[src/rtl/dssp_pkg.sv]
// Shared constants, types and control structs for the dual stack block.
// No dependencies; every other file of the block imports this package.
`timescale 1ns / 1ps
`default_nettype none

package dssp_pkg;

    localparam int STACK_DEPTH = 8;
    localparam int STORE_DEPTH = 2 * STACK_DEPTH;
    localparam int ADDR_W      = $clog2(STORE_DEPTH);
    localparam int CNT_W       = $clog2(STACK_DEPTH + 1);
    localparam int DATA_W      = 32;
    localparam int OP_W        = 2;
    localparam int STATUS_W    = 2;

    localparam logic [DATA_W-1:0] EMPTY_POP_VALUE = 32'h7FFF_FFFF;

    typedef enum logic [OP_W-1:0] {
        OP_PUSH   = 2'd0,
        OP_SORTED = 2'd1,
        OP_POP    = 2'd2,
        OP_CLEAR  = 2'd3
    } t_op;

    typedef enum logic [STATUS_W-1:0] {
        ST_DONE  = 2'd0,
        ST_FULL  = 2'd1,
        ST_EMPTY = 2'd2
    } t_status;

    // where the popped value of a result comes from
    typedef enum logic [1:0] {
        SRC_ZERO,
        SRC_EMPTY,
        SRC_RDATA
    } t_res_src;

    typedef enum logic [2:0] {
        S_IDLE,
        S_DECODE,
        S_SHIFT,
        S_POP,
        S_DONE
    } t_state;

    // controller -> datapath
    typedef struct packed {
        logic     load_item;
        logic     dec_slot;
        logic     wr_val;
        logic     wr_shift;
        logic     cnt_inc;
        logic     cnt_dec;
        logic     cnt_clr;
        logic     res_set;
        t_status  res_code;
        t_res_src res_src;
        logic     load_out;
    } t_dp_cmd;

    // datapath -> controller
    typedef struct packed {
        t_op  op;
        logic full;
        logic empty;
        logic slot_zero;
        logic greater;
    } t_dp_stat;

endpackage

`default_nettype wire

[src/rtl/dssp_if.sv]
// Valid/ready channel interfaces for the command and result beats.
// Depends on dssp_pkg for field widths.
`timescale 1ns / 1ps
`default_nettype none

interface dssp_in_if
    import dssp_pkg::*;
    ();
    logic                     valid;
    logic                     ready;
    logic [OP_W-1:0]          operation;
    logic                     stack_select;
    logic signed [DATA_W-1:0] value;

    modport source (output valid, output operation, output stack_select, output value,
                    input ready);
    modport sink   (input valid, input operation, input stack_select, input value,
                    output ready);
endinterface

interface dssp_out_if
    import dssp_pkg::*;
    ();
    logic                     valid;
    logic                     ready;
    logic signed [DATA_W-1:0] popped_value;
    logic [STATUS_W-1:0]      status;

    modport source (output valid, output popped_value, output status, input ready);
    modport sink   (input valid, input popped_value, input status, output ready);
endinterface

`default_nettype wire

[src/rtl/dssp_datapath.sv]
// Datapath: shared word store, fill counts, slot pointer and result registers.
// Depends on dssp_pkg; driven by dssp_ctrl through t_dp_cmd.
`timescale 1ns / 1ps
`default_nettype none

module dssp_datapath
    import dssp_pkg::*;
(
    input  wire logic                     i_clk,
    input  wire logic                     i_rst_n,
    input  wire t_dp_cmd                  i_cmd,
    input  wire logic [OP_W-1:0]          i_operation,
    input  wire logic                     i_stack_select,
    input  wire logic signed [DATA_W-1:0] i_value,
    output t_dp_stat                      o_stat,
    output logic signed [DATA_W-1:0]      o_popped_value,
    output logic [STATUS_W-1:0]           o_status
);

    t_op                      r_op;
    logic                     r_sel;
    logic signed [DATA_W-1:0] r_val;
    logic [CNT_W-1:0]         r_slot;
    logic [CNT_W-1:0]         r_count [2];
    logic [DATA_W-1:0]        r_mem [STORE_DEPTH];
    logic [DATA_W-1:0]        r_rdata;
    logic [DATA_W-1:0]        r_res_value;
    t_status                  r_res_status;
    logic [DATA_W-1:0]        r_out_value;
    t_status                  r_out_status;

    logic [ADDR_W-1:0] w_base;
    logic [ADDR_W-1:0] w_wr_addr;
    logic [ADDR_W-1:0] w_rd_addr;
    logic [DATA_W-1:0] w_wr_data;
    logic              w_wr_en;
    logic [DATA_W-1:0] w_res_value;

    assign w_base    = r_sel ? ADDR_W'(STACK_DEPTH) : '0;
    assign w_wr_addr = w_base + ADDR_W'(r_slot);
    // read one below the slot; look two below when the slot moves down this cycle
    assign w_rd_addr = w_base + ADDR_W'(r_slot)
                     - (i_cmd.dec_slot ? ADDR_W'(2) : ADDR_W'(1));
    assign w_wr_en   = i_cmd.wr_val | i_cmd.wr_shift;
    assign w_wr_data = i_cmd.wr_shift ? r_rdata : r_val;

    always_ff @(posedge i_clk) begin
        if (w_wr_en) begin
            r_mem[w_wr_addr] <= w_wr_data;
        end
        r_rdata <= r_mem[w_rd_addr];
    end

    // fill counts
    always_ff @(posedge i_clk) begin
        if (!i_rst_n) begin
            r_count[0] <= '0;
            r_count[1] <= '0;
        end else if (i_cmd.cnt_clr) begin
            r_count[r_sel] <= '0;
        end else if (i_cmd.cnt_inc) begin
            r_count[r_sel] <= r_count[r_sel] + CNT_W'(1);
        end else if (i_cmd.cnt_dec) begin
            r_count[r_sel] <= r_count[r_sel] - CNT_W'(1);
        end
    end

    always_comb begin
        case (i_cmd.res_src)
            SRC_EMPTY: w_res_value = EMPTY_POP_VALUE;
            SRC_RDATA: w_res_value = r_rdata;
            default:   w_res_value = '0;
        endcase
    end

    // item, slot pointer and result payload
    always_ff @(posedge i_clk) begin
        if (i_cmd.load_item) begin
            r_op   <= t_op'(i_operation);
            r_sel  <= i_stack_select;
            r_val  <= i_value;
            r_slot <= r_count[i_stack_select];
        end else if (i_cmd.dec_slot) begin
            r_slot <= r_slot - CNT_W'(1);
        end
        if (i_cmd.res_set) begin
            r_res_value  <= w_res_value;
            r_res_status <= i_cmd.res_code;
        end
        if (i_cmd.load_out) begin
            r_out_value  <= r_res_value;
            r_out_status <= r_res_status;
        end
    end

    assign o_stat.op        = r_op;
    assign o_stat.full      = (r_slot == CNT_W'(STACK_DEPTH));
    assign o_stat.empty     = (r_slot == '0);
    assign o_stat.slot_zero = (r_slot == '0);
    assign o_stat.greater   = ($signed(r_rdata) > r_val);

    assign o_popped_value = $signed(r_out_value);
    assign o_status       = STATUS_W'(r_out_status);

endmodule

`default_nettype wire

[src/rtl/dssp_ctrl.sv]
// Controller: sequences one command beat through decode, shift and pop steps.
// Depends on dssp_pkg; commands dssp_datapath through t_dp_cmd.
`timescale 1ns / 1ps
`default_nettype none

module dssp_ctrl
    import dssp_pkg::*;
(
    input  wire logic     i_clk,
    input  wire logic     i_rst_n,
    input  wire logic     i_in_valid,
    output logic          o_in_ready,
    output logic          o_out_valid,
    input  wire logic     i_out_ready,
    input  wire t_dp_stat i_stat,
    output t_dp_cmd       o_cmd
);

    t_state r_state;
    t_state n_state;
    logic   r_out_valid;
    logic   n_out_valid;
    logic   w_out_free;

    assign w_out_free = !r_out_valid || i_out_ready;

    always_comb begin
        n_state = r_state;
        case (r_state)
            S_IDLE: begin
                if (i_in_valid) n_state = S_DECODE;
            end
            S_DECODE: begin
                case (i_stat.op)
                    OP_PUSH:   n_state = S_DONE;
                    OP_SORTED: begin
                        if (i_stat.full || i_stat.slot_zero) n_state = S_DONE;
                        else                                 n_state = S_SHIFT;
                    end
                    OP_POP: begin
                        if (i_stat.empty) n_state = S_DONE;
                        else              n_state = S_POP;
                    end
                    default:   n_state = S_DONE;
                endcase
            end
            S_SHIFT: begin
                if (i_stat.slot_zero || !i_stat.greater) n_state = S_DONE;
            end
            S_POP: begin
                n_state = S_DONE;
            end
            S_DONE: begin
                if (w_out_free) n_state = S_IDLE;
            end
            default: n_state = S_IDLE;
        endcase
    end

    always_comb begin
        o_cmd          = '0;
        o_cmd.res_code = ST_DONE;
        o_cmd.res_src  = SRC_ZERO;
        o_in_ready     = 1'b0;
        case (r_state)
            S_IDLE: begin
                o_in_ready      = 1'b1;
                o_cmd.load_item = i_in_valid;
            end
            S_DECODE: begin
                case (i_stat.op)
                    OP_PUSH, OP_SORTED: begin
                        o_cmd.res_set = 1'b1;
                        if (i_stat.full) begin
                            o_cmd.res_code = ST_FULL;
                        end else if (i_stat.op == OP_PUSH || i_stat.slot_zero) begin
                            o_cmd.wr_val  = 1'b1;
                            o_cmd.cnt_inc = 1'b1;
                        end else begin
                            o_cmd.res_set = 1'b0;
                        end
                    end
                    OP_POP: begin
                        if (i_stat.empty) begin
                            o_cmd.res_set  = 1'b1;
                            o_cmd.res_code = ST_EMPTY;
                            o_cmd.res_src  = SRC_EMPTY;
                        end else begin
                            o_cmd.cnt_dec = 1'b1;
                        end
                    end
                    default: begin
                        o_cmd.cnt_clr = 1'b1;
                        o_cmd.res_set = 1'b1;
                    end
                endcase
            end
            S_SHIFT: begin
                if (i_stat.slot_zero || !i_stat.greater) begin
                    o_cmd.wr_val  = 1'b1;
                    o_cmd.cnt_inc = 1'b1;
                    o_cmd.res_set = 1'b1;
                end else begin
                    o_cmd.wr_shift = 1'b1;
                    o_cmd.dec_slot = 1'b1;
                end
            end
            S_POP: begin
                o_cmd.res_set = 1'b1;
                o_cmd.res_src = SRC_RDATA;
            end
            S_DONE: begin
                o_cmd.load_out = w_out_free;
            end
            default: begin
                o_in_ready = 1'b0;
            end
        endcase
    end

    always_comb begin
        n_out_valid = r_out_valid;
        if (o_cmd.load_out)   n_out_valid = 1'b1;
        else if (i_out_ready) n_out_valid = 1'b0;
    end

    always_ff @(posedge i_clk) begin
        if (!i_rst_n) begin
            r_state     <= S_IDLE;
            r_out_valid <= 1'b0;
        end else begin
            r_state     <= n_state;
            r_out_valid <= n_out_valid;
        end
    end

    assign o_out_valid = r_out_valid;

`ifndef ASSERT_OFF
    a_no_overwrite: assert property (@(posedge i_clk) disable iff (!i_rst_n)
        (r_out_valid && !i_out_ready) |-> !o_cmd.load_out)
        else $error("result register overwritten while held");

    a_accept_decode: assert property (@(posedge i_clk) disable iff (!i_rst_n)
        (r_state == S_IDLE && i_in_valid) |=> (r_state == S_DECODE))
        else $error("accepted beat not decoded");

    a_shift_in_range: assert property (@(posedge i_clk) disable iff (!i_rst_n)
        o_cmd.wr_shift |-> !i_stat.slot_zero)
        else $error("shift below stack base");

    a_count_once: assert property (@(posedge i_clk) disable iff (!i_rst_n)
        $onehot0({o_cmd.cnt_inc, o_cmd.cnt_dec, o_cmd.cnt_clr}))
        else $error("conflicting fill count updates");
`endif

endmodule

`default_nettype wire

[src/rtl/dual_stack_with_sorted_push_unit.sv]
// Sequencing: push, clear, full push, empty pop and sorted push onto an empty stack go
// from decode straight to done; pop passes through the pop step; any other sorted push
// runs the shift step and moves k entries up, k <= STACK_DEPTH - 1.
// Flow: one command at a time; a new beat is taken only after the previous result has
// left the done state; the sorted-push shift loop sets the worst case.
// Reset: synchronous active-low i_rst_n empties both stacks; store words keep old data.
`timescale 1ns / 1ps
`default_nettype none

// Two stacks share one store of 2*STACK_DEPTH words: stack A sits in the lower
// half, stack B in the upper half.  Each command beat carries an operation, a
// stack select and a value; each produces exactly one result beat.
//
// Structure:
//   dssp_ctrl     - state machine, idle / decode / shift / pop / done, and the
//                   result valid flag.
//   dssp_datapath - store (one write and one registered read per cycle), the
//                   two fill counts, the slot pointer and result registers.
//
// Sorted push walks down from the top: each shift cycle compares the word
// just read with the new value; while it is greater the word moves up one
// slot and the read address looks one further down, so one entry moves per
// cycle.  The value is written into the freed slot when the compare fails or
// the base is reached, so equal words stay below it.
//
// A finished result waits in the result register; the controller holds in its
// done state until the output register is free, so a new beat is taken as soon as
// the previous result has been handed on to the output register.
module dual_stack_with_sorted_push_unit
    import dssp_pkg::*;
(
    input  wire logic  i_clk,
    input  wire logic  i_rst_n,
    dssp_in_if.sink    i_cmd,
    dssp_out_if.source o_res
);

    t_dp_cmd  w_cmd;
    t_dp_stat w_stat;

    dssp_ctrl u_ctrl (
        .i_clk       (i_clk),
        .i_rst_n     (i_rst_n),
        .i_in_valid  (i_cmd.valid),
        .o_in_ready  (i_cmd.ready),
        .o_out_valid (o_res.valid),
        .i_out_ready (o_res.ready),
        .i_stat      (w_stat),
        .o_cmd       (w_cmd)
    );

    dssp_datapath u_datapath (
        .i_clk          (i_clk),
        .i_rst_n        (i_rst_n),
        .i_cmd          (w_cmd),
        .i_operation    (i_cmd.operation),
        .i_stack_select (i_cmd.stack_select),
        .i_value        (i_cmd.value),
        .o_stat         (w_stat),
        .o_popped_value (o_res.popped_value),
        .o_status       (o_res.status)
    );

endmodule

`default_nettype wire

[src/flat_wrapper.sv]
// flat-port wrapper written by rule: the top's interface ports become plain ports
module dual_stack_with_sorted_push_unit_flat import dssp_pkg::*;
  (i_clk, i_rst_n, i_cmd_valid, i_cmd_operation, i_cmd_stack_select, i_cmd_value, i_cmd_ready, o_res_valid, o_res_popped_value, o_res_status, o_res_ready);
  dssp_in_if i_cmd_i ();
  dssp_out_if o_res_i ();
  input  wire logic i_clk;
  input  wire logic i_rst_n;
  input wire logic [$bits(i_cmd_i.valid)-1:0] i_cmd_valid;
  input wire logic [$bits(i_cmd_i.operation)-1:0] i_cmd_operation;
  input wire logic [$bits(i_cmd_i.stack_select)-1:0] i_cmd_stack_select;
  input wire logic [$bits(i_cmd_i.value)-1:0] i_cmd_value;
  output wire logic [$bits(i_cmd_i.ready)-1:0] i_cmd_ready;
  output wire logic [$bits(o_res_i.valid)-1:0] o_res_valid;
  output wire logic [$bits(o_res_i.popped_value)-1:0] o_res_popped_value;
  output wire logic [$bits(o_res_i.status)-1:0] o_res_status;
  input wire logic [$bits(o_res_i.ready)-1:0] o_res_ready;
  assign i_cmd_i.valid = i_cmd_valid;
  assign i_cmd_i.operation = i_cmd_operation;
  assign i_cmd_i.stack_select = i_cmd_stack_select;
  assign i_cmd_i.value = i_cmd_value;
  assign i_cmd_ready = i_cmd_i.ready;
  assign o_res_valid = o_res_i.valid;
  assign o_res_popped_value = o_res_i.popped_value;
  assign o_res_status = o_res_i.status;
  assign o_res_i.ready = o_res_ready;
  dual_stack_with_sorted_push_unit u_core (.i_clk(i_clk), .i_rst_n(i_rst_n), .i_cmd(i_cmd_i), .o_res(o_res_i));
endmodule
[config.mk]
export PLATFORM = sky130hd
export DESIGN_NAME = dual_stack_with_sorted_push_unit_flat
export DESIGN_NICKNAME = d
export VERILOG_FILES = /design/src/rtl/dssp_pkg.sv /design/src/rtl/dssp_if.sv /design/src/rtl/dssp_datapath.sv /design/src/rtl/dssp_ctrl.sv /design/src/rtl/dual_stack_with_sorted_push_unit.sv /design/src/flat_wrapper.sv
export SDC_FILE = /design/constraint.sdc
export NUM_CORES = 1
export LEC_CHECK = 0
export BUFFER_PORTS_ARGS = -buffer_cell sky130_fd_sc_hd__buf_2
export CAP_MARGIN = 20
export CORE_ASPECT_RATIO = 0.7
export CORE_MARGIN = 5
export CORE_UTILIZATION = 45
export CTS_CLUSTER_DIAMETER = 50
export CTS_CLUSTER_SIZE = 24
export DETAILED_ROUTE_END_ITERATION = 16
export PLACE_DENSITY = 0.6
export REMOVE_ABC_BUFFERS = 1
export SLEW_MARGIN = 0
export SYNTH_ARGS = -nofsm -noshare
export SYNTH_HDL_FRONTEND = slang
export SYNTH_SLANG_ARGS = --single-unit
[constraint.sdc]
create_clock -name i_clk -period 4.8 [get_ports i_clk]
set_input_delay 0.24 -clock i_clk [delete_from_list [all_inputs] [get_ports i_clk]]
set_output_delay 0.24 -clock i_clk [all_outputs]
set_load 0.01 [all_outputs]
==> results.json, run 1 <==
{
  "fin_total_pwr_uw": 13350,
  "routed_via_density": 5.727,
  "end_kind": "register",
  "place_congestion": 0.7646,
  "cts_setup_buffers": 0,
  "hold_viol_final": 0,
  "whs_ns": 0.1760,
  "route.detailed.drc": 0,
  "power_leakage_uw": 0.009801,
  "worstHoldPathCells": 4,
  "startpoint_type": "register",
  "ant_nets": 0,
  "grt_start_max_net_pins": 51,
  "synthToLayoutAreaGrowth_pct": 14.03,
  "max-vdd-ir-drop_mv": 0.2430,
  "powerDensity_mw_per_mm2": 451.9,
  "post-route-min-period_ns": 4.661,
  "r2r-end": "u_core.u_datapath.r_rdata[1]",
  "syn_inst": 1237,
  "synth_seq_area_share_pct": 75.51,
  "maxCapViolations": 0,
  "path_clk_slew_ns": 0.09,
  "htreeDepth": 2,
  "synthArstFlopShare_pct": 0,
  "rsz0062_at_grt": "false",
  "synth_common_cells": "edfxtp_1, mux4_2, a21oi_1",
  "grt-ovfl-total": 0,
  "grt_pass1_vias": 12802,
  "sw_frac_of_total_pct": 26.80,
  "start_util_pct": 45.54,
  "r2r_slack_ns": 0.14,
  "ioPinCount": 75,
  "skew_ns": 0.02586,
  "clkPwrFrac_pct": 30.8,
  "die_w_um": 296.8,
  "cts_buffer_depth": 3,
  "syn_avg_cell_area_sq_um": 20.95,
  "wl_per_cell_um": 27.06,
  "drive_gt1_share_pct": 27.99,
  "vias": 12520,
  "synthFlopType": "edfxtp_1",
  "p_switching_uw": 3578,
  "rows": 73,
  "cts_tree": "yes",
  "yosysMostFrequentCell": "edfxtp_1",
  "arrival_ns": 5.11,
  "critPathRequiredTime_ns": 5.25,
  "worst-path-max-fanout": 36,
  "ff2ff_path_depth": 15,
  "netlist.area_leader.share_pct": 72.65,
  "synth-seq-cells": 664,
  "dp_hpwl_um": 35150,
  "status": "complete, no violations",
  "setup_tns_ns": 0,
  "intPower_uw": 9775,
  "antenna_found_initial": 0,
  "crit_type": "reg2reg",
  "io_buffers": 74,
  "numCtsBuffers": 46,
  "slew_violations": 0,
  "fin_crit_sh_pct": 97.10,
  "combPwrFrac_pct": 17.7,
  "fp.coreArea_sq_mm": 0.05690,
  "grt_pass1_wl_um": 86900,
  "worst_pin_slew_ns": 1.104,
  "ys_types": 51,
  "yosysTopAreaCell": "edfxtp_1",
  "clock-sinks": 664,
  "setup_viol": 0,
  "antenna_cells": 0,
  "dieArea_sq_mm": 0.06256,
  "synth_edf_count": 627,
  "slew_headroom_pct": 26.38,
  "die_h_um": 210.8,
  "fmax_ghz": 0.2146,
  "p_seq_share_pct": 51.5,
  "holdPathEnd": "u_core.u_ctrl.r_state[2]",
  "syn_area_sq_mm": 0.02591,
  "drtIter0Drc": 1138,
  "pre_cts_slack_ns": 0.01613,
  "final_nets": 1488,
  "min_from": "o_res_ready",
  "worstSkewPairLatency_ns": 0.60,
  "synth.area.top_cells": "edfxtp_1, mux4_2, dfxtp_1",
  "worst_slack_ns": 0.1393,
  "grt_usage_pct": 18.74,
  "clock-root-buffer": "clkbuf_16",
  "ys.warnings.count": 0,
  "first_pass_iters": 5,
  "routed_wl_um": 59150,
  "hp-class": "in2reg",
  "r2r_start": "u_core.u_datapath.r_val[23]"
}
## power groups by stage
stage / sequential (uW) / clock (uW) / combinational, uW
global route: 6900 / 4430 / 2540
detailed placement: 7000 / 0 / 2310
global placement: 7000 / 0 / 2290
CTS: 6870 / 4210 / 2350
floorplan: 6900 / 0 / 1820
finish: 6870 / 4120 / 2360
## per-stage QoR
| stage | area (sq um) | std cells | util, % |
|---|---|---|---|
| after CTS | 29520 | 2185 | 51.88 |
| final | 29550 | 2186 | 51.93 |
| after global routing | 29550 | 2186 | 51.93 |
| after global placement | 27560 | 2063 | 48.44 |
| after detailed placement | 27560 | 2063 | 48.44 |
| after floorplan | 25710 | 1184 | - |
## cells in the final DEF, fill, tap and decap left out, types with 3 or more instances in the layout
master,instances
nand2_1,18
mux2i_1,11
inv_6,6
clkbuf_16,48
clkbuf_1,5
nor3_1,6
xor2_1,4
and2_2,17
dfxtp_1,37
mux2_1,26
clkinv_8,7
nand3_1,5
xnor2_1,3
dlygate4sd3_1,38
a21o_1,5
ha_1,47
a21boi_0,3
buf_12,5
nor2b_1,9
nand4_1,9
edfxtp_1,627
mux4_2,160
nor2_1,45
buf_2,74
o211ai_1,3
a21oi_1,52
buf_4,47
mux2_2,8
o21ai_0,3
nand2b_1,4
nor4_1,3
clkinv_1,5
inv_8,4
inv_1,45
## state kept, by name, indices dropped and copies added (netlist names), named ones only
name	count
u_core.u_datapath.r_mem	512
u_core.u_datapath.o_popped_value	32
u_core.u_datapath.r_rdata	32
u_core.u_datapath.r_res_value	32
u_core.u_datapath.r_val	32
u_core.u_datapath.r_count	8
u_core.u_datapath.r_slot	4
u_core.u_ctrl.r_state	3
u_core.u_datapath.o_status	2
u_core.u_datapath.r_op	2
u_core.u_datapath.r_res_status	2
u_core.u_ctrl.o_out_valid	1
u_core.u_datapath.r_sel	1
## worst max-delay path, cell delays in order (launching register included)
cell       delay [ns]
edfxtp_1         0.35
inv_1            0.05
ha_1             0.33
a21oi_1          0.14
o21ai_1          0.19
a221o_1          0.37
a211o_1          0.32
nor2_2           0.18
xor2_2           0.22
nand4_4          0.18
buf_6            0.31
ha_1             0.36
a211oi_2         0.32
xnor2_2          0.27
clkbuf_16        0.33
mux4_2           0.57
## what timing repair did
action | CTS | global route
cloned | 0 | 1
setup endpoints to repair | 1 | 31
resized for setup | 1 | 5
hold buffers | 38 | 0
pin swaps | 0 | 0
endpoints found under the hold margin | 39 | 0
## final cells by class
cell class	instances	area, sq um
Tap cell	750	938.4
Timing Repair Buffer	168	1266
Inverter	45	168.9
Sequential cell	664	19570
Clock buffer	52	1195
Fill cell	4502	27350
Multi-Input combinational cell	475	6032
Clock inverter	32	380.4
## cell families after synthesis
group           synth area share (%)
buf+inv                        1.458
xor+xnor                      0.3669
mux                            15.81
flops                          75.51
compound gates                 1.897
simple gates                   2.564
fa+ha+maj                      2.395
## per-layer routing
metal	wire length, um	vias up	global-route usage (%)
met5	0	-	0
met4	801	0	3.507
met3	3423	60	2.918
met2	28020	391	29.98
met1	26910	6709	28.11
li1	-	5360	-
## worst max-delay path by stage
| stage | startpoint | end | slack (ns) | cells past startpoint |
|---|---|---|---|---|
| global placement | u_core.u_datapath.r_val[21] | u_core.u_datapath.r_rdata[1] | 0.12 | 15 |
| detailed placement | u_core.u_datapath.r_val[23] | u_core.u_datapath.r_rdata[25] | 0.02 | 13 |
| CTS | u_core.u_datapath.r_val[23] | u_core.u_datapath.r_rdata[1] | 0.04 | 15 |
| finish | u_core.u_datapath.r_val[23] | u_core.u_datapath.r_rdata[1] | 0.14 | 15 |
| global route | u_core.u_datapath.r_val[21] | u_core.u_datapath.r_rdata[1] | 0.01 | 15 |
| floorplan | u_core.u_datapath.r_val[31] | u_core.u_datapath.r_rdata[0] | -3.76 | 12 |
(Power assumes the default switching activity.)
==> inputs of run 2 (changes only) <==
Settings changed: CTS_CLUSTER_SIZE 24 to 10, SETUP_SLACK_MARGIN set to 0.5, SLEW_MARGIN 0 to 20.
==> run 2 against run 1 <==
Against the previous run: design area increased by 4.6%; clock power increased by 27%; sequential cell count unchanged; maximum frequency increased by 4.2%; clock skew decreased by 0.011 ns; count of clock-buffer cells in the layout increased by 72; critical path type unchanged; largest power group unchanged.
==> results.json, run 2 (synthesized netlist as in run 1, its figures left out) <==
{
  "status": "complete, no violations",
  "io_buffers": 74,
  "drive_gt1_share_pct": 30.51,
  "route.detailed.drc": 0,
  "slew_headroom_pct": 39.86,
  "antenna_found_initial": 0,
  "rows": 73,
  "layout_common_cells": "edfxtp_1, mux4_2, clkbuf_16, buf_2, buf_4",
  "die_w_um": 296.8,
  "synthToLayoutAreaGrowth_pct": 19.26,
  "power_leakage_uw": 0.01040,
  "grt_start_max_net_pins": 51,
  "critPathRequiredTime_ns": 5.26,
  "slew_violations": 0,
  "nFillCells": 4379,
  "multiInputGateArea_sq_mm": 0.006136,
  "start_util_pct": 45.54,
  "routed_wl_um": 62580,
  "grt_usage_pct": 19.80,
  "fin_crit_sh_pct": 93.18,
  "max_flop_register": "u_core.u_datapath.r_mem",
  "wl_per_cell_um": 27.68,
  "grt_pass1_wl_um": 90900,
  "setup_tns_ns": 0,
  "skew_ns": 0.01533,
  "worstSkewPairLatency_ns": 0.60,
  "fin_util_pct": 54.31,
  "startpoint_type": "register",
  "clock-root-buffer": "clkbuf_16",
  "numCtsBuffers": 77,
  "path_clk_slew_ns": 0.06,
  "largest_reg_flops": 512,
  "layout_commonest_cell": "edfxtp_1",
  "dp_hpwl_um": 35150,
  "ff_latch_area_sq_mm": 0.01957,
  "routed_via_density": 5.787,
  "fmax_ghz": 0.2236,
  "ant_nets": 0,
  "htreeDepth": 3,
  "arrival_ns": 4.93,
  "max-vdd-ir-drop_mv": 0.2650,
  "die_h_um": 210.8,
  "powerDensity_mw_per_mm2": 488.0,
  "ioPinCount": 75,
  "grt-ovfl-total": 0,
  "final_nets": 1548,
  "vias": 13085,
  "crit_type": "reg2reg",
  "hold_viol_final": 0,
  "setup_viol": 0,
  "cts_buffer_depth": 3,
  "worst-path-max-fanout": 11,
  "antenna_cells": 0,
  "place_congestion": 0.7646,
  "post-route-min-period_ns": 4.472,
  "maxCapViolations": 0,
  "dieArea_sq_mm": 0.06256,
  "clock-sinks": 664,
  "drtIter0Drc": 1291,
  "worst_pin_slew_ns": 0.9020,
  "rsz0062_at_grt": "true",
  "fp.coreArea_sq_mm": 0.05690,
  "end_kind": "register",
  "cts_tree": "yes",
  "hp-class": "in2reg",
  "first_pass_iters": 7,
  "grt_pass1_vias": 13348
}
==> run 2: critical path: stages (launching register included) <==
cell and delay (ns):
dfxtp_1 0.42, ha_1 0.29, nand4_1 0.21, nor2_1 0.08
a221o_1 0.29, a211o_1 0.30, nor2_2 0.18, xor2_2 0.21
nand4_4 0.19, ha_4 0.23, inv_4 0.05, fa_4 0.62
buf_4 0.18, buf_6 0.12, buf_16 0.14, mux4_2 0.30
mux4_2 0.49
==> run 2: timing repair <==
| action | in CTS | in global routing |
|---|---|---|
| gates cloned | 10 | 5 |
| pin swaps | 11 | 8 |
| setup endpoints to repair | 32 | 32 |
| hold buffers | 38 | 0 |
| setup buffers | 9 | 6 |
| gates resized for setup | 31 | 13 |
| endpoints found under the hold margin | 39 | 0 |
==> run 2: final cells by class <==
class | count | area share [%]
Clock inverter | 6 | 0.2024
Sequential cell | 664 | 63.32
Timing Repair Buffer | 197 | 6.056
Tap cell | 750 | 3.036
Inverter | 45 | 0.5546
Multi-Input combinational cell | 475 | 19.85
Clock buffer | 124 | 6.975
==> run 2: stage by stage <==
step	cells	cell area [sq um]	worst slack [ns]	total power, uW	hold slack (ns)
final	2261	30910	0.3276	15080	0.1648
after global routing	2261	30910	0.1838	15670	0.2122
after CTS	2250	30670	0.3643	15030	0.1321
after detailed placement	2063	27560	0.01613	9318	0.4045
after global placement	2063	27560	0.1229	9293	0.4018
after floorplan	1184	25710	-3.761	8718	0.3389
==> run 2: power by group <==
group / total [uW] / internal [uW] / switching, uW
sequential: 6910 / 6670 / 233
clock: 5230 / 3060 / 2170
combinational: 2940 / 1540 / 1410
==> run 2: routing by layer <==
| metal | routed length [um] | global-route usage [%] |
|---|---|---|
| met1 | 27910 | 29.05 |
| met2 | 29090 | 30.94 |
| met3 | 4446 | 4.552 |
| met4 | 1140 | 4.384 |
| met5 | 0 | 0 |
==> run 2: worst paths after layout <==
check	cells after the start	startpoint	slack, ns	endpoint
setup reg to reg	16	u_core.u_datapath.r_rdata[29]	0.33	u_core.u_datapath.r_rdata[17]
setup / recovery	16	u_core.u_datapath.r_rdata[29]	0.33	u_core.u_datapath.r_rdata[17]
hold / removal	4	o_res_ready	0.16	u_core.u_ctrl.r_state[2]
hold reg to reg	0	u_core.u_datapath.r_res_value[17]	0.41	u_core.u_datapath.o_popped_value[17]
==> inputs of run 3 (changes only) <==
Settings changed: ABC_AREA set to 1.
==> run 3 against run 2 <==
Against the previous run: via count increased by 26%; global-route usage grew 1.6 points; cell count up 35%; clock skew grew 0.0089 ns; sequential cell count unchanged; hold slack better by 0.17 ns; sequential power rose by 3.0%; combinational power increased by 54%; routed wire length increased by 12%; utilization is 1.3 points lower; sequential share of layout area decreased by 1.5 points; maximum frequency is 9.5% higher; largest cell class unchanged; largest power group unchanged.
==> results.json, run 3 <==
{
  "final_nets": 2280,
  "status": "complete, no violations",
  "synthToLayoutAreaGrowth_pct": 17.14,
  "die_w_um": 302.8,
  "fin_total_pwr_uw": 16930,
  "first_pass_iters": 5,
  "fp.coreArea_sq_mm": 0.05968,
  "nFillCells": 5032,
  "cts_tree": "yes",
  "yosysMostFrequentCell": "edfxtp_1",
  "grt_start_max_net_pins": 83,
  "ioPinCount": 75,
  "powerDensity_mw_per_mm2": 535.3,
  "clock-root-buffer": "clkbuf_16",
  "antenna_found_initial": 0,
  "path_clk_slew_ns": 0.06,
  "route.detailed.drc": 0,
  "post-route-min-period_ns": 4.086,
  "routed_wl_um": 70130,
  "critPathRequiredTime_ns": 5.27,
  "dp_hpwl_um": 38050,
  "syn_area_sq_mm": 0.02701,
  "synthFlopType": "edfxtp_1",
  "routed_via_density": 5.416,
  "fin_util_pct": 53.00,
  "start_util_pct": 45.25,
  "synth_mux_area_share_pct": 4.744,
  "setup_viol": 0,
  "clock-sinks": 664,
  "htreeDepth": 3,
  "ys_types": 37,
  "power_leakage_uw": 0.01151,
  "hold_viol_final": 0,
  "synth_top_family_by_area": "compound AO/OA/AOI/OAI gates",
  "yosysTopAreaCell": "edfxtp_1",
  "fmax_ghz": 0.2447,
  "syn_inst": 2029,
  "rsz0062_at_grt": "false",
  "cts_buffer_depth": 3,
  "ys.warnings.count": 0,
  "hp-class": "in2reg",
  "drive_gt1_share_pct": 13.07,
  "worstSkewPairLatency_ns": 0.61,
  "synth-simple-area-share_pct": 4.471,
  "min_from": "i_cmd_value[15]",
  "critPathSlowestCell": "fa_4",
  "crit_type": "reg2reg",
  "cp_slowest_stage_delay_ns": 0.75,
  "startpoint_type": "register",
  "r2r_start": "u_core.u_datapath.r_val[15]",
  "layout_commonest_cell": "edfxtp_1",
  "arrival_ns": 4.56,
  "io_buffers": 74,
  "grt_pass1_vias": 16310,
  "wl_per_cell_um": 22.99,
  "cpLargestDelayFamily": "adder cells",
  "max-vdd-ir-drop_mv": 0.3613,
  "end_kind": "register",
  "syn_avg_cell_area_sq_um": 13.31,
  "slew_headroom_pct": 38.80,
  "largest_reg_flops": 512,
  "numCtsBuffers": 77,
  "slew_violations": 0,
  "synth.area.top_cells": "edfxtp_1, o21ai_0, mux2i_1",
  "vias": 16520,
  "dieArea_sq_mm": 0.06509,
  "worst_pin_slew_ns": 0.9166,
  "maxCapViolations": 0,
  "cp_common_cell": "nand2_1",
  "max_flop_register": "u_core.u_datapath.r_mem",
  "synthArstFlopShare_pct": 0,
  "netlist.area_leader.share_pct": 69.72,
  "antenna_cells": 0,
  "ant_nets": 0,
  "grt-ovfl-total": 0,
  "worst-path-max-fanout": 52,
  "die_h_um": 215.0,
  "synth_seq_area_share_pct": 72.46,
  "synthAdderAreaFrac_pct": 2.298,
  "fin_crit_sh_pct": 85.12,
  "synth_compound_area_share_pct": 11.11,
  "synth_common_cells": "edfxtp_1, o21ai_0, inv_1",
  "rows": 75,
  "layout_common_cells": "edfxtp_1, o21ai_0, inv_1, a21oi_1, mux2i_1",
  "synth-seq-cells": 664,
  "place_congestion": 0.7991,
  "grt_pass1_wl_um": 104000,
  "synth_xor_xnor_area_share_pct": 0.2270,
  "skew_ns": 0.02425,
  "synth_edf_count": 627,
  "worstPathCellList": "inv_1, ha_1, a21oi_1, o21ai_0, nor2_2, nand2_1, nand2_1, nand2_1, nand2_1, nand4_4, ha_4, inv_1, fa_4, inv_4, buf_12, o21ai_0, o21ai_0, o22ai_1",
  "drtIter0Drc": 1569,
  "grt_usage_pct": 21.40,
  "cp-startpoint": "u_core.u_datapath.r_val[15]",
  "worst-path-buf-inv": 4
}
[run 3: cell types whose count changed after synthesis, sizes merged, moves of 17 or more]
| cell | previous run | this run |
|---|---|---|
| o21ai | 4 | 305 |
| inv | 45 | 216 |
| mux4 | 160 | 0 |
| a21oi | 52 | 207 |
| mux2i | 11 | 128 |
| nand2 | 18 | 120 |
| nor2 | 47 | 130 |
| mux2 | 34 | 0 |
| o211ai | 3 | 32 |
| clkbuf | 35 | 62 |
| buf | 18 | 44 |
| nand3 | 5 | 27 |
| and2 | 18 | 0 |
| o22ai | 1 | 18 |
[run 3: what timing repair did]
action                                  4_1_cts  5_1_grt
endpoints found under the setup margin       10       31
setup buffers                                 4        4
hold endpoints to repair                     39        0
pin swaps                                     1        1
gates resized for setup                       1        6
hold buffers                                 38        0
gates cloned                                  0        1
[run 3: power by group]
part	internal [uW]	total (uW)	leakage (uW)	switching, uW
Combinational	1510	4520	0.00443	3010
Sequential	6880	7120	0.00601	238
Clock	3090	5300	0.00107	2200
[run 3: stage by stage]
stage	worst slack, ns	instances	setup TNS (ns)	hold WS [ns]	instance area, sq um
2_1_floorplan	-6.451	1923	-204.95	0.3389	26550
6_report	0.7142	3050	0	0.3345	31630
3_5_place_dp	0.4547	2874	0	0.4045	28910
5_1_grt	0.5086	3050	0	0.3307	31630
3_3_place_gp	0.4840	2874	0	0.4006	28910
4_1_cts	0.6140	3045	0	0.2959	31560
[run 3: area by class of cell]
cell class | instances | area (sq um) | share of cell area [%]
clock buffer | 122 | 2138 | 6.759
clock inverter | 7 | 92.59 | 0.2927
inverter | 216 | 813.3 | 2.571
multi-input combinational | 1043 | 6386 | 20.19
sequential | 664 | 19570 | 61.86
tap | 808 | 1011 | 3.196
timing repair buffer | 190 | 1624 | 5.134
[run 3: path summary, 6_finish.rpt]
| kind | cells past startpoint | to | slack, ns |
|---|---|---|---|
| setup reg to reg | 18 | u_core.u_datapath.r_rdata[22] | 0.71 |
| hold reg to reg | 0 | u_core.u_datapath.o_popped_value[8] | 0.42 |
| hold / removal | 2 | u_core.u_datapath.r_val[15] | 0.33 |
| setup / recovery | 18 | u_core.u_datapath.r_rdata[22] | 0.71 |
[run 3: worst register-to-register path: stages, from the launching register on]
cell and delay (ns):
edfxtp_1 0.36, inv_1 0.10, ha_1 0.27, a21oi_1 0.18, o21ai_0 0.13, nor2_2 0.27
nand2_1 0.13, nand2_1 0.11, nand2_1 0.06, nand2_1 0.13, nand4_4 0.18, ha_4 0.22
inv_1 0.09, fa_4 0.75, inv_4 0.20, buf_12 0.28, o21ai_0 0.16, o21ai_0 0.24
o22ai_1 0.10
[run 3: kinds of logic after synthesis]
logic type | count (synthesis)
adder cells (fa/ha/maj) | 49
AO/OA/AOI/OAI | 568
XOR/XNOR | 7
AND/OR/NAND/NOR | 291
buffers and inverters | 322
multiplexers | 128
flip-flops | 664
[run 3: layer usage]
layer | GRT usage, % | vias up | share of wire [%]
li1 | - | 7676 | -
met2 | 33.39 | 535 | 46
met5 | 0 | - | 0
met1 | 31.31 | 8220 | 45
met4 | 5.122 | 0 | 1.9
met3 | 4.227 | 89 | 7.0
